--- src/sv/wialu_pkg.sv ---
// Shared constants and stage-to-stage types of the integer ALU.
package wialu_pkg;

  localparam int unsigned XlenW  = 64;
  localparam int unsigned HalfW  = 32;
  localparam int unsigned DivSteps = XlenW;

  // Operation codes
  localparam logic [3:0] OP_ADD  = 4'd0;
  localparam logic [3:0] OP_SUB  = 4'd1;
  localparam logic [3:0] OP_MUL  = 4'd2;
  localparam logic [3:0] OP_DIV  = 4'd3;
  localparam logic [3:0] OP_REM  = 4'd4;
  localparam logic [3:0] OP_AND  = 4'd5;
  localparam logic [3:0] OP_OR   = 4'd6;
  localparam logic [3:0] OP_XOR  = 4'd7;
  localparam logic [3:0] OP_SHL  = 4'd8;
  localparam logic [3:0] OP_SHR  = 4'd9;
  localparam logic [3:0] OP_ROTL = 4'd10;
  localparam logic [3:0] OP_ROTR = 4'd11;

  // Status codes
  localparam logic [1:0] ST_OK       = 2'd0;
  localparam logic [1:0] ST_DIV_ZERO = 2'd1;
  localparam logic [1:0] ST_DIV_OVF  = 2'd2;

  // Control and early result carried alongside the divider
  typedef struct packed {
    logic [3:0]       mode;
    logic             wide;
    logic [1:0]       status;
    logic             neg_q;
    logic             neg_r;
    logic [XlenW-1:0] res;
  } ctl_t;

  // Restoring divider state
  typedef struct packed {
    logic [XlenW-1:0] rem;
    logic [XlenW-1:0] quo;
    logic [XlenW-1:0] dvs;
  } div_t;

endpackage

--- src/sv/wialu_div_stage.sv ---
// One restoring division step: one quotient bit per stage.
module wialu_div_stage (
  input  logic                 clk,
  input  logic                 rst,
  input  logic                 en,
  input  logic                 in_valid,
  input  wialu_pkg::ctl_t      in_ctl,
  input  wialu_pkg::div_t      in_div,
  output logic                 valid,
  output wialu_pkg::ctl_t      ctl,
  output wialu_pkg::div_t      div
);
  import wialu_pkg::*;

  logic [XlenW:0] trial, diff;
  logic           ge;

  // Trial subtract of the divisor
  always_comb begin
    trial = {in_div.rem, in_div.quo[XlenW-1]};
    diff  = trial - {1'b0, in_div.dvs};
    ge    = ~diff[XlenW];
  end

  always_ff @(posedge clk) begin
    if (rst) begin
      valid <= 1'b0;
    end else if (en) begin
      valid <= in_valid;
    end
  end

  always_ff @(posedge clk) begin
    if (en) begin
      ctl     <= in_ctl;
      div.rem <= ge ? diff[XlenW-1:0] : trial[XlenW-1:0];
      div.quo <= {in_div.quo[XlenW-2:0], ge};
      div.dvs <= in_div.dvs;
    end
  end
endmodule

--- config.mk ---
export PLATFORM = sky130hd
export DESIGN_NAME = wialu_div_stage
export DESIGN_NICKNAME = d
export VERILOG_FILES = /design/src/sv/wialu_pkg.sv /design/src/sv/wialu_div_stage.sv
export SDC_FILE = /design/constraint.sdc
export NUM_CORES = 1
export LEC_CHECK = 0
export BUFFER_PORTS_ARGS = -buffer_cell sky130_fd_sc_hd__buf_2
export CORE_AREA = 2 2 207 209
export CTS_CLUSTER_DIAMETER = 120
export DETAILED_ROUTE_END_ITERATION = 7
export DIE_AREA = 0 0 209 211
export PLACE_DENSITY = 0.61
export SYNTH_ARGS = -nofsm -noshare
export SYNTH_HDL_FRONTEND = slang
export SYNTH_SLANG_ARGS = --single-unit
--- constraint.sdc ---
create_clock -name clk -period 7.7 [get_ports clk]
set_input_delay 0 -clock clk [delete_from_list [all_inputs] [get_ports clk]]
set_output_delay 0 -clock clk [all_outputs]
set_load 0.05 [all_outputs]
### After elaboration in Yosys (flattened, before gate mapping)

Index checks and enable logic that the tools add are counted.

* logic and storage cells: 13
* output and inout port bits: 266
* register bits: 266
* bits of input ports: 269

* mux-type cells: 1
* bitwise logic cells: 1
* add/sub/neg operators: 1

Operator list (count)
* 65-bit by 64-bit subtractor with 65-bit output: 1
* 64-bit two-way mux: 1
* 1-bit NOT: 1

### Longest topological paths before layout

* depth in word-level cells: 2
* gate-level depth with buffers: 14
* mapped depth without buffers: 13

### Least setup slack after synthesis

No wires, ideal clock.

* path kind: input-to-reg
* start: input in_div[27] in the netlist's numbering
* end: register div[181] in the netlist's numbering, data pin
* stages on the path: 14
* path buffers: 2
* arrival time: 2.826 ns
* required time: 7.438 ns
* setup slack: 4.612 ns
* cell sequence: inv_1 > ha_1 > buf_2 > nand4_1 > or4_1 > or3_1 > o32a_1 > a21oi_2 > o21ai_1 > and2_4 > o211a_4 > inv_6 > buf_6 > mux2_1

* longest elaborated chain between the ends: 2

Ends and longest elaborated chain
* start, declared: RTL line wialu_div_stage.sv:8 `input wialu_pkg::div_t in_div,`
* 65-bit by 64-bit subtractor with 65-bit output: RTL line wialu_div_stage.sv:21 `diff = trial - {1'b0, in_div.dvs};`
* 64-bit two-way mux: RTL line wialu_div_stage.sv:36 `div.rem <= ge ? diff[XlenW-1:0] : trial[XlenW-1:0];`
* end, declared: RTL line wialu_div_stage.sv:11 `output wialu_pkg::div_t div`

No other way between the ends.
A chain may end at the register's enable or synchronous reset.

### Final worst setup path

* start: input in_div[27] in the netlist's numbering
* end: register div[154] in the netlist's numbering, data pin

The elaborated chain is that of the path after synthesis.

==> results.md <==
| Parameter | This run | Unit |
|---|---|---|
| Category of the critical setup timing path | primary input to flop | - |
| Synth unique cells | 74 | - |
| Number of antenna violations at the first check in global routing | 13 | - |
| Leakage component of the power | 8.71 | nW |
| Reg clk slew, reported paths | 0.06 | ns |
| DRT iter0 DRCs | 666 | - |
| Max FO, Critical Path | 60 | - |
| Worst skew pair latency | 0.56 | ns |
| Most used flip-flop cell after synthesis | sky130_fd_sc_hd__edfxtp_1 | - |
| Seq cells post-synth | 266 | - |
| Number of violations of the max-capacitance limit | 0 | - |
| Starting utilization of the core area | 31.3 | % |
| RSZ-0062 raised after global routing | no | - |
| Total Nets Final | 2143 | - |
| Slowest library cell on the worst path | sky130_fd_sc_hd__or4_1 | - |
| Via count of the first global-routing pass | 11700 | - |
| Non-filler cells in the finished layout | 2381 | - |
| IO Pins | 535 | - |
| Synthesized area | 13100 | µm² |
| Period utilisation layout | 51.7 | % |
| Standard-cell rows | 75 | - |
| Critical path capture point type | flop | - |
| Area of the die | 44100 | µm² |
| Global-route wire length before repair | 68.6 | mm |
| Vias | 11300 | - |
| Aggregate global routing overflow | 0 | - |
| Gate count of the mapped netlist | 1007 | - |
| Maximum number of pins on one net before global-route repair | 134 | - |
| Total net switching power | 0.00160 | W |
| Detailed placement HPWL | 34.6 | mm |
| Post-cts repair resize count | 0 | - |
| Cell Count Post-Placement | 2050 | - |
| Clock skew after layout | 0 | ns |
| Slack of the worst reg-to-reg path | 6.52 | ns |
| CTS hold repair buffers | 266 | - |
| Fill cells | 3733 | - |
| Power Internal | 0.00305 | W |
| Net count after synthesis | 1341 | - |
| Proportion of synthesized chip area in sequential cells | 61.0 | % |
| Time the final worst path needs with I/O delays and setup | 3.98 | ns |
| Vias per std cell | 4.74 | - |
| Number of hold-slack violations in the final timing report | 0 | - |
| Type of the most critical hold path | primary input to flop | - |
| Total CTS buffers | 30 | - |
| Final Max Tran Viols | 0 | - |
| Number of antenna-violating nets in the routed design | 0 | - |
| DRC violations left | 0 | - |
| Relative slew slack | 28.2 | % |
| Fraction of power spent switching nets | 34.5 | % |
| Die Wd | 209 | µm |
| Achievable clock frequency | 251 | MHz |
| Share of flip-flops with an asynchronous set or reset | 0 | % |
| Number of buffer and inverter stages on the critical path | 4 | - |
| Routability Congestion | 0.867 | - |
| Die Y-Extent | 211 | µm |
| Data required time at the worst endpoint | 8.01 | ns |
| Post CTS Setup Buffer Count | 0 | - |
| TritonCTS clock tree | built | - |
| Port Buffer Count | 534 | - |
| Clock Power Share | 30.8 | % |
| Final sum of negative setup slack | 0 | ns |
| Sequential power share | 39.1 | % |
| Post-synth EDFFs | 265 | - |
| Iteration count of the initial detailed-routing pass | 5 | - |
| Crit start category | primary input | - |
| Mean cell area of the mapped netlist | 13.0 | µm² |
| Outcome | finished clean | - |
| Series of cell instances along the critical path | dlygate4sd3_1 > buf_2 > inv_1 > ha_1 > nand4_1 > or4_1 > or3_1 > o32a_1 > a21oi_2 > o21ai_1 > and2_4 > o211a_4 > inv_6 > mux2_1 | - |
| Share of post-route cells with drive strength above 1 | 32.6 | % |
| H-tree depth | 1 | - |
| Routed WL per cell | 19.5 | µm |
| Yosys warns | 0 | - |
| Cell area power density | 233 | nW/µm² |
| Category of cells accounting for the largest share of critical-path delay | simple AND/OR/NAND/NOR gates | - |
| Critical Path AT | 4.29 | ns |
| Commonest cells after routing, fill and taps aside | sky130_fd_sc_hd__buf_2, sky130_fd_sc_hd__dlygate4sd3_1, sky130_fd_sc_hd__edfxtp_1 | - |
| Least-Margin Pin Slew | 1.08 | ns |
| Worst supply voltage drop on vdd | 183 | µV |
| Post-synthesis to final-layout area growth | 52.6 | % |
| CTS sink count | 266 | - |
| Total routing resource utilization after global routing | 20.1 | % |
| Floorplan Core Area | 41800 | µm² |
| Sum of routed wire length over all layers | 46.4 | mm |
| Stage delay of the slowest cell on the critical path | 0.61 | ns |
| Comb power frac | 30.1 | % |
| Final setup fails | 0 | - |
| Clock root buffer master | sky130_fd_sc_hd__clkbuf_16 | - |
| Most frequent standard cell in the layout excluding fill and tap cells | sky130_fd_sc_hd__buf_2 | - |
| Largest buffer count on any clock path | 3 | - |
[metal layers]
| metal | vias up | global-route usage, % | part of all wire (%) |
|---|---|---|---|
| met5 | - | 0 | 0.015 |
| met4 | 2 | 5.52 | 1.9 |
| met1 | 5434 | 23.6 | 39 |
| li1 | 5386 | - | - |
| met3 | 58 | 4.15 | 6.0 |
| met2 | 403 | 37.0 | 53 |
[cell usage after synthesis (4+ instances only)]
master	count	share of area, %
sky130_fd_sc_hd__xnor2_1	34	2.3
sky130_fd_sc_hd__a211o_1	5	0.33
sky130_fd_sc_hd__or3_1	5	0.24
sky130_fd_sc_hd__nand4_1	20	0.96
sky130_fd_sc_hd__nor2_1	41	1.2
sky130_fd_sc_hd__nor3_1	9	0.34
sky130_fd_sc_hd__o21bai_1	15	0.86
sky130_fd_sc_hd__mux2i_1	7	0.54
sky130_fd_sc_hd__or2_1	4	0.19
sky130_fd_sc_hd__nand2b_1	9	0.43
sky130_fd_sc_hd__a211oi_1	6	0.34
sky130_fd_sc_hd__nand2_1	62	1.8
sky130_fd_sc_hd__o211ai_1	4	0.23
sky130_fd_sc_hd__a31oi_1	7	0.33
sky130_fd_sc_hd__a21boi_0	5	0.29
sky130_fd_sc_hd__ha_1	64	6.1
sky130_fd_sc_hd__mux2_1	54	4.7
sky130_fd_sc_hd__buf_6	6	0.52
sky130_fd_sc_hd__and3_1	7	0.33
sky130_fd_sc_hd__clkbuf_1	25	0.72
sky130_fd_sc_hd__xor2_1	23	1.5
sky130_fd_sc_hd__o21ai_1	15	0.57
sky130_fd_sc_hd__edfxtp_1	265	61
sky130_fd_sc_hd__a21o_1	32	1.8
sky130_fd_sc_hd__o21ai_0	23	0.88
sky130_fd_sc_hd__nand3_1	10	0.38
sky130_fd_sc_hd__inv_1	85	2.4
sky130_fd_sc_hd__a21oi_1	76	2.9
sky130_fd_sc_hd__o21a_1	8	0.46
sky130_fd_sc_hd__nor2b_1	10	0.48
sky130_fd_sc_hd__o31ai_1	5	0.29
[power groups by stage]
stage / combinational (W) / sequential (W) / clock [W]
finish: 0.00140 / 0.00182 / 0.00143
global route: 0.00149 / 0.00183 / 0.00152
CTS: 0.00140 / 0.00182 / 0.00147
detailed placement: 0.00128 / 0.00184 / 0
global placement: 0.00127 / 0.00184 / 0
floorplan: 0.000390 / 0.00237 / 0
[final timing paths]
path | end | cells after the start | from
max | div[154] | 14 | in_div[27]
min | div[10] | 1 | en
max reg2reg | valid | 3 | valid
min reg2reg | valid | 3 | valid
[metrics by stage]
step	setup slack (ns)	power, W	instance area, µm²	hold slack (ns)	utilization [%]
floorplan	4.61	0.00276	13100	0.0724	-
global placement	3.74	0.00311	16300	0.158	39.0
detailed placement	3.69	0.00313	16300	0.161	39.0
CTS	3.72	0.00469	19900	0.0614	47.7
global route	3.54	0.00484	19900	0.0890	47.8
finish	3.72	0.00465	20000	0.0358	47.8
[layout make-up]
type / count / area, µm² / area share [%]
Multi-Input combinational cell: 622 / 4610 / 23.1
Sequential cell: 266 / 7980 / 40.0
Clock inverter: 18 / 176 / 0.884
Inverter: 86 / 328 / 1.64
Timing Repair Buffer: 803 / 5370 / 26.9
Clock buffer: 35 / 791 / 3.96
Antenna cell: 12 / 30.0 / 0.151
Tap cell: 539 / 674 / 3.38
[logic make-up after synthesis]
kind of cell	Yosys count	synth area share (%)
AOI/OAI and AO/OA	240	12.1
xor gates and xnor gates	57	3.82
adders and majority gates	65	6.28
buffers and inverters	119	3.82
DFF	266	61.0
muxes	64	5.50
and+or+nand+nor	196	7.46
[sequential cells by signal (all words and copies together), names as in the netlist]
signal,flops
ctl,73
div,192
valid,1
(Power assumes the default switching activity.)
