**src/sv/wialu_pkg.sv**
```systemverilog
// Shared constants and stage-to-stage types of the integer ALU.
package wialu_pkg;

  localparam int unsigned XlenW  = 64;
  localparam int unsigned HalfW  = 32;
  localparam int unsigned DivSteps = XlenW;

  // Operation codes
  localparam logic [3:0] OP_ADD  = 4'd0;
  localparam logic [3:0] OP_SUB  = 4'd1;
  localparam logic [3:0] OP_MUL  = 4'd2;
  localparam logic [3:0] OP_DIV  = 4'd3;
  localparam logic [3:0] OP_REM  = 4'd4;
  localparam logic [3:0] OP_AND  = 4'd5;
  localparam logic [3:0] OP_OR   = 4'd6;
  localparam logic [3:0] OP_XOR  = 4'd7;
  localparam logic [3:0] OP_SHL  = 4'd8;
  localparam logic [3:0] OP_SHR  = 4'd9;
  localparam logic [3:0] OP_ROTL = 4'd10;
  localparam logic [3:0] OP_ROTR = 4'd11;

  // Status codes
  localparam logic [1:0] ST_OK       = 2'd0;
  localparam logic [1:0] ST_DIV_ZERO = 2'd1;
  localparam logic [1:0] ST_DIV_OVF  = 2'd2;

  // Control and early result carried alongside the divider
  typedef struct packed {
    logic [3:0]       mode;
    logic             wide;
    logic [1:0]       status;
    logic             neg_q;
    logic             neg_r;
    logic [XlenW-1:0] res;
  } ctl_t;

  // Restoring divider state
  typedef struct packed {
    logic [XlenW-1:0] rem;
    logic [XlenW-1:0] quo;
    logic [XlenW-1:0] dvs;
  } div_t;

endpackage

```
**src/sv/wialu_back.sv**
```systemverilog
// Output stage: quotient/remainder sign fix, result select and output register.
module wialu_back (
  input  logic             clk,
  input  logic             rst,
  input  logic             en,
  input  logic             in_valid,
  input  wialu_pkg::ctl_t  in_ctl,
  input  wialu_pkg::div_t  in_div,
  output logic             valid,
  output logic [63:0]      result_value,
  output logic [1:0]       status
);
  import wialu_pkg::*;

  logic [XlenW-1:0] mask, qv, rv, sel;

  always_comb begin
    mask = in_ctl.wide ? {XlenW{1'b1}} : {{HalfW{1'b0}}, {HalfW{1'b1}}};
    qv   = in_ctl.neg_q ? (~in_div.quo + 64'd1) : in_div.quo;
    rv   = in_ctl.neg_r ? (~in_div.rem + 64'd1) : in_div.rem;
    if (in_ctl.status != ST_OK) begin
      sel = '0;
    end else if (in_ctl.mode == OP_DIV) begin
      sel = qv;
    end else if (in_ctl.mode == OP_REM) begin
      sel = rv;
    end else begin
      sel = in_ctl.res;
    end
  end

  always_ff @(posedge clk) begin
    if (rst) begin
      valid <= 1'b0;
    end else if (en) begin
      valid <= in_valid;
    end
  end

  always_ff @(posedge clk) begin
    if (en) begin
      result_value <= sel & mask;
      status       <= in_ctl.status;
    end
  end
endmodule

```
**config.mk**
```make
export PLATFORM = sky130hd
export DESIGN_NAME = wialu_back
export DESIGN_NICKNAME = d
export VERILOG_FILES = /design/src/sv/wialu_pkg.sv /design/src/sv/wialu_back.sv
export SDC_FILE = /design/constraint.sdc
export NUM_CORES = 1
export LEC_CHECK = 0
export BUFFER_PORTS_ARGS = -buffer_cell sky130_fd_sc_hd__buf_2
export CAP_MARGIN = 20
export CORE_AREA = 2 2 130 132
export CTS_CLUSTER_SIZE = 10
export DETAILED_ROUTE_END_ITERATION = 10
export DIE_AREA = 0 0 132 134
export PLACE_DENSITY = 0.75
export SYNTH_ARGS = -nofsm -noshare
export SYNTH_HDL_FRONTEND = slang
export SYNTH_SLANG_ARGS = --single-unit
```
**constraint.sdc**
```tcl
create_clock -name clk -period 7.75 [get_ports clk]
set_clock_uncertainty 0.15 [all_clocks]
set_input_delay 1.55 -clock clk [delete_from_list [all_inputs] [get_ports clk]]
set_output_delay 1.55 -clock clk [all_outputs]
set_load 0.03 [all_outputs]
```
* Word level (Yosys, flattened, before mapping)
Index checks and enable logic that the tools add are counted.
** Word-level totals
- Bits in registers :: 67
- Bits of input ports :: 269
- Output and inout port bits :: 67
** Cells by class
- Add/subtract/negate cells :: 2
- Equality and inequality tests :: 2
- Muxes and demuxes :: 6
- Bitwise operators :: 3
- Reductions and logical operators :: 1
** Operators with widths (count)
- $mux 64 :: 6
- $add 64x1->64 const B :: 2
- $not 64->64 :: 2
- $and 64x64->64 :: 1
- $eq 4x2->1 const B :: 1
- $eq 4x3->1 const B :: 1
- $reduce_bool 2->1 :: 1

* Longest topological paths before layout
Gate-level depths: netlist of run 1.
- Word-level depth :: 7
- Gate-level depth with buffers :: 10
- Mapped depth without buffers :: 8

* Worst setup path after synthesis of run 1
No wires, ideal clock.
- Path kind :: input to register
- From :: in in_div[128] (netlist name)
- To :: reg result_value[44], data pin
- Setup time :: 0.259 ns
- Arrival time :: 3.943 ns
- Required time :: 7.341 ns
- Path slack :: 3.397 ns
- Cell stages on the path :: 9
- Path buffers :: 1
- Cell sequence :: inv_1 > ha_1 > or3b_2 > or3_1 > clkbuf_1 > or4_1 > or4b_1 > a21oi_1 > nor3_1
** On the way
- Cells in the longest elaborated chain, start to end :: 7
** RTL lines
- start, declared :: line wialu_back.sv:8 : input wialu_pkg::div_t in_div,
- $not 64->64 :: line wialu_back.sv:20 : rv = in_ctl.neg_r ? (~in_div.rem + 64'd1) : in_div.rem;
- $add 64x1->64 :: line wialu_back.sv:20
- $mux 64 :: line wialu_back.sv:20
- $mux 64 :: line wialu_back.sv:25 : end else if (in_ctl.mode == OP_REM) begin
- $mux 64 :: line wialu_back.sv:23 : end else if (in_ctl.mode == OP_DIV) begin
- $mux 64 :: line wialu_back.sv:21 : if (in_ctl.status != ST_OK) begin
- $and 64x64->64 :: line wialu_back.sv:42 : result_value <= sel & mask;
- end signal, assigned :: line wialu_back.sv:42
- end, declared :: line wialu_back.sv:10 : output logic [63:0] result_value,
Every way passes these cells.
A chain may end at the register's enable or synchronous reset.

* Worst setup path after layout of run 1
- From :: in in_div[128] (netlist name)
- To :: reg result_value[52], data pin
The elaborated chain is that of the path after synthesis.

==> flow_summary.yaml, run 1 <==
critical_path:
  critPathCaptureType: "flip-flop"
  worstSetupStartpointType: "primary input"
  worstPathArrival_ns: 4.46
  crit_chain: "buf_2 > inv_1 > ha_1 > or3b_2 > or3_1 > nor4_2 > a31oi_1 > xnor2_1 > a221oi_1"
  critPathMaxFanout: 15
  criticalPathCategory: "primary input to flip-flop"
  worst_path_largest_cell_delay_ns: 0.82
  critPathSlowestCell: "nor4_2"
  reg2reg_slack_ns: 7.02
  required_ns: 7.67
clocking:
  ctsResizeCount: 0
  cts_max_level: 3
  clk_latency_ns: 0.34
  hold_buffers: 0
  clk_pin_slew_ns: 0.06
  cts_setup_buffers: 0
  cts_buffer_depth: 2
  cts_tree: "built"
  cts_root_buf: "clkbuf_16"
  cts_sinks: 67
  numCtsBuffers: 9
global_route:
  antenna_found_initial: 5
  grt_max_degree: 68
  track_usage_pct: 30.4
  grt_pass1_wl_microns: 41700
  grt_pass1_vias: 7207
  grt_overflow: 0
sta:
  hold_slack_ns: 0.343
  setup_violations: 0
  fin_crit_sh_pct: 58.7
  min_period_ns: 4.55
  rsz0062_at_grt: "false"
  worstMarginPinSlew_ns: 0.956
  hold_viol: 0
  tns_ns: 0
  slew_viol_final: 0
  fmax_mhz: 220
  slew_headroom_pct: 36.3
power:
  seq_power_share_pct: 36.2
  combPwrFrac_pct: 28.6
  internal-power_w: 0.000802
  clock_power_share_pct: 35.2
  leakage_nw: 3.15
  switchingPower_w: 0.000395
  swShare_pct: 33.0
  p_per_area_nw_per_um2: 137
  ir_worst_vdd_v: 0.000109
route:
  avgRoutedWirePerCell_microns: 21.9
  drt_pass1_iterations: 6
  ant_nets: 0
  drt_iter0_drc: 1219
  drc: 0
  via_per_inst: 6.40
  num_vias: 8259
  wl_microns: 28300
yosys:
  syn_area_sq_um: 6950
  async_flop_share_pct: 0
  postSynthAreaPerCell_sq_um: 8.33
  synth-edff-count: 66
  netlist_instances: 834
  synth_top_area_share_pct: 28.5
  synth_flop_cell: "edfxtp_1"
  synthTopCellsByCount: "edfxtp_1 (66), nor2_1 (66), nand2_1 (62), o21ai_0 (59), clkbuf_1 (51)"
  ys_seq_area_share_pct: 28.8
  synth.area.top_cells: "edfxtp_1 (29%), xor2_1 (5.3%), xnor2_1 (4.7%), o21ai_0 (4.2%), nor2_1 (3.6%)"
  synth_largest_area_cell: "edfxtp_1"
  synth_cell_types: 78
  ys_seq_elements: 67
  yosys_warnings: 0
  syn-num-nets: 1105
floorplan:
  core-area_sq_um: 16300
  die-area_sq_um: 17700
  rows: 47
  die_width_microns: 132
  initial_core_util_pct: 42.7
  ios: 336
  die_y_microns: 134
flow_run:
  cap_violations: 0
run_status:
  status: "completed"
place:
  post_dp_cell_area_sq_um: 8420
  place_hpwl_microns: 21000
  gp_congestion: 0.965
  io_buffers: 271
finish:
  drive_gt1_share_pct: 30.9
  stdcell_area_sq_um: 8730
  fin_nets: 1333
  area_growth_pct: 25.6
  postLayoutCoreUtil_pct: 53.6
worst_hold_path:
  hp-class: "flip-flop to flip-flop"
path summary, 6_finish.rpt:
path / to / start / cells after the start
worst max-delay path: result_value[52] / in_div[128] / 9
worst max register to register: valid / valid / 2
worst min-delay path: valid / valid / 2
worst min register to register: valid / valid / 2
stage by stage:
step / total power, W / setup WS, ns / instances
finish: 0.00120 / 3.20 / 1291
global route: 0.00124 / 3.03 / 1291
CTS: 0.00119 / 3.22 / 1287
detailed placement: 0.000774 / 2.87 / 1271
global placement: 0.000772 / 2.81 / 1271
floorplan: 0.000617 / 3.40 / 834
flip-flops by register name, indices dropped and copies added (netlist names):
name and count:
status 2, result_value 64, valid 1
per-layer routing:
metal	routed length, microns	global-route usage (%)	up-vias
li1	-	-	3787
met1	11700	43.2	3868
met2	12300	45.1	550
met3	3450	7.45	52
met4	829	10.7	2
met5	11	0	-
final cells by class:
cell class	instances	area [sq um]
Sequential cell	67	2000
Multi-Input combinational cell	693	4680
Inverter	10	37.5
Timing Repair Buffer	281	1430
Fill cell	1593	7560
Clock buffer	11	243
Clock inverter	5	53.8
Tap cell	220	275
Antenna cell	4	10.0
power by group through the flow:
stage	clock network, W	registers [W]	logic [W]
global route	0.000436	0.000435	0.000365
global placement	0	0.000440	0.000332
CTS	0.000423	0.000433	0.000335
floorplan	0	0.000495	0.000122
detailed placement	0	0.000441	0.000333
finish	0.000421	0.000433	0.000343
cells in the final DEF, fill, tap and decap left out, types with 31 or more instances in the layout:
| master | count |
|---|---|
| xor2_1 | 42 |
| o21ai_0 | 59 |
| xnor2_1 | 37 |
| or3_1 | 31 |
| or4_1 | 32 |
| edfxtp_1 | 66 |
| nand2_1 | 62 |
| buf_2 | 271 |
| nor2_1 | 66 |
worst max-delay path: cells and delay by family:
kind            cells  cell delay (ns)
buf+inv             2             0.16
compound gates      2             0.36
xor+xnor            1             0.30
simple gates        3             1.89
fa+ha+maj           1             0.19
logic make-up after synthesis:
| group | Yosys count | share of synthesized area, % |
|---|---|---|
| multiplexers | 24 | 3.46 |
| AND/OR/NAND/NOR | 327 | 26.3 |
| adder cells (fa/ha/maj) | 2 | 0.360 |
| buffers and inverters | 74 | 4.20 |
| flip-flops | 67 | 28.8 |
| AO/OA/AOI/OAI | 261 | 26.9 |
| XOR/XNOR | 79 | 9.96 |
(Power assumes the default switching activity.)
==> inputs of run 2 (changes only) <==
Settings changed: ABC_AREA from default to 1, CORE_AREA 2 2 130 132 to default, CORE_ASPECT_RATIO from default to 1.5, CORE_MARGIN from default to 2, CORE_UTILIZATION from default to 45, DIE_AREA 0 0 132 134 to default, PLACE_DENSITY 0.75 to 0.79.
Clock period 7.75 ns to 4.1 ns, I/O delays scaled along.
==> run 2 against run 1 <==
  * Core utilization up 2.6 points
  * Area after synthesis rose by 13%
  * Die area up 4.9%
  * Setup slack lost 2.0 ns
  * Combinational power increased by 120%
  * Critical path type unchanged
  * Critical endpoint is now result_value[35]
  * Largest power group unchanged
==> flow_summary.yaml, run 2 <==
run_status:
  status: "completed"
power:
  leakage_nw: 4.44
  ir_worst_vdd_v: 0.000296
  p_per_area_nw_per_um2: 241
sta:
  slew_viol_final: 0
  tns_ns: 0
  fin_crit_sh_pct: 70.4
  slew_headroom_pct: 34.1
  min_period_ns: 2.89
  fmax_mhz: 346
  rsz0062_at_grt: "false"
  setup_violations: 0
  hold_slack_ns: 0.347
  worstMarginPinSlew_ns: 0.988
  hold_viol: 0
flow_run:
  cap_violations: 0
clocking:
  cts_setup_buffers: 0
  cts_buffer_depth: 2
  numCtsBuffers: 9
  cts_tree: "built"
  cts_max_level: 3
  hold_buffers: 0
  clk_pin_slew_ns: 0.06
  cts_root_buf: "clkbuf_16"
  ctsResizeCount: 0
  clk_latency_ns: 0.34
  cts_sinks: 67
floorplan:
  die_width_microns: 112
  initial_core_util_pct: 45.7
  rows: 59
  core-area_sq_um: 17200
  die_y_microns: 166
  ios: 336
  die-area_sq_um: 18600
yosys:
  synth_top_area_share_pct: 25.2
  synth_cell_types: 33
  yosys_warnings: 0
  syn_area_sq_um: 7860
  synthTopCellsByCount: "nand2_1 (433), nor2_1 (293), nand3_1 (145), inv_1 (116), a21oi_1 (112)"
  netlist_instances: 1404
  syn-num-nets: 1675
  ys_seq_area_share_pct: 25.5
  postSynthAreaPerCell_sq_um: 5.59
  ys_seq_elements: 67
  synth.area.top_cells: "edfxtp_1 (25%), nand2_1 (21%), nor2_1 (14%), nand3_1 (9.2%), a21oi_1 (7.1%)"
  synth_flop_cell: "edfxtp_1"
  async_flop_share_pct: 0
  synthMostInstantiatedCell: "nand2_1"
  synth_largest_area_cell: "edfxtp_1"
  synth-edff-count: 66
critical_path:
  reg2reg_to: "valid"
  crit_start: "in_div[65]"
  reg2reg_slack_ns: 3.36
  critPathMaxFanout: 6
  worst_path_largest_cell_delay_ns: 0.54
  crit_chain: "buf_2 > inv_1 > nand3_1 > nor2_1 > nand2_1 > o21ai_0 > nand2_1 > nand2_1 > nand2_1 > o21ai_0 > a21oi_1"
  reg2reg_from: "valid"
  worstPathArrival_ns: 2.82
  critPathSlowestCell: "o21ai_0"
  critPathCaptureType: "flip-flop"
  cp-endpoint: "result_value[35]"
  required_ns: 4.03
  criticalPathCategory: "primary input to flip-flop"
  cp_common_cell: "nand2_1"
  worstSetupStartpointType: "primary input"
  rr_worst_depth: 2
global_route:
  grt_pass1_wl_microns: 50200
  antenna_found_initial: 5
  track_usage_pct: 34.4
  grt_overflow: 0
  grt_max_degree: 89
  grt_pass1_vias: 9612
worst_hold_path:
  hp-class: "flip-flop to flip-flop"
route:
  ant_nets: 0
  via_per_inst: 5.60
  drc: 0
  wl_microns: 32900
  drt_iter0_drc: 1085
  drt_pass1_iterations: 6
  avgRoutedWirePerCell_microns: 17.6
  num_vias: 10500
place:
  post_dp_cell_area_sq_um: 9380
  gp_congestion: 1.01
  io_buffers: 271
  place_hpwl_microns: 26600
finish:
  largest-register: "result_value"
  final_common_cell: "nand2_1"
  fin_nets: 1917
  final_cell_mix: "nand2_1 (433), nor2_1 (293), buf_2 (271), nand3_1 (145), inv_1 (116)"
  largest_reg_flops: 64
  area_growth_pct: 23.1
  postLayoutCoreUtil_pct: 56.2
  stdcell_area_sq_um: 9670
  drive_gt1_share_pct: 18.4
  largestRegisters: "result_value (64), status (2), valid (1)"
-- run 2: changes by cell type after synthesis, sizes merged, moves of 23 or more --
cell	before	now
nand2	62	433
nor2	66	294
nand3	24	145
inv	9	117
a21oi	27	112
or4	36	0
xnor2	37	5
or3	31	0
nor4	29	1
o31ai	27	0
o21ai	59	85
xor2	42	16
o41ai	24	0
mux2i	24	1
-- run 2: critical path, delay by kind of cell --
family | cells | cell delay [ns]
AO/OA/AOI/OAI | 3 | 0.86
buffers and inverters | 2 | 0.18
AND/OR/NAND/NOR | 6 | 0.96
-- run 2: how the worst min path moves through the flow --
stage / startpoint / end / cells after the start
detailed placement: valid / valid / 2
global placement: valid / valid / 2
global route: valid / valid / 2
finish: valid / valid / 2
CTS: valid / valid / 2
floorplan: valid / valid / 2
-- run 2: final cells by class --
type | instances | area (sq um)
Antenna cell | 5 | 12.5
Timing Repair Buffer | 280 | 1450
Fill cell | 1852 | 7530
Sequential cell | 67 | 2000
Inverter | 118 | 443
Clock inverter | 5 | 55.1
Clock buffer | 10 | 229
Tap cell | 213 | 267
Multi-Input combinational cell | 1170 | 5220
-- run 2: per-stage QoR --
stage                     total power [W]  cells  setup WS [ns]
after floorplan                   0.00125   1404           1.55
after global placement            0.00155   1848          0.965
after detailed placement          0.00156   1848          0.990
after CTS                         0.00232   1863           1.32
after global routing              0.00243   1868           1.09
final                             0.00233   1868           1.21
-- run 2: cells by family after synthesis --
group,synth area share (%)
adder cells (fa/ha/maj),0.319
flip-flops,25.5
XOR/XNOR,2.34
AO/OA/AOI/OAI,15.4
multiplexers,0.127
AND/OR/NAND/NOR,48.2
buffers and inverters,8.14
-- run 2: power by group --
group	leakage [nW]	internal [W]	switching, W
sequential	0.639	0.000806	0.0000162
combinational	3.66	0.000231	0.000507
clock	0.138	0.000466	0.000306
-- run 2: metal layers --
layer / global-route usage, % / vias to the layer above / share of wire [%]
met1: 44.8 / 4676 / 39
met4: 18.8 / 0 / 5.9
met3: 2.63 / 98 / 8.3
met2: 56.4 / 579 / 47
met5: 0 / - / 0
li1: - / 5100 / -
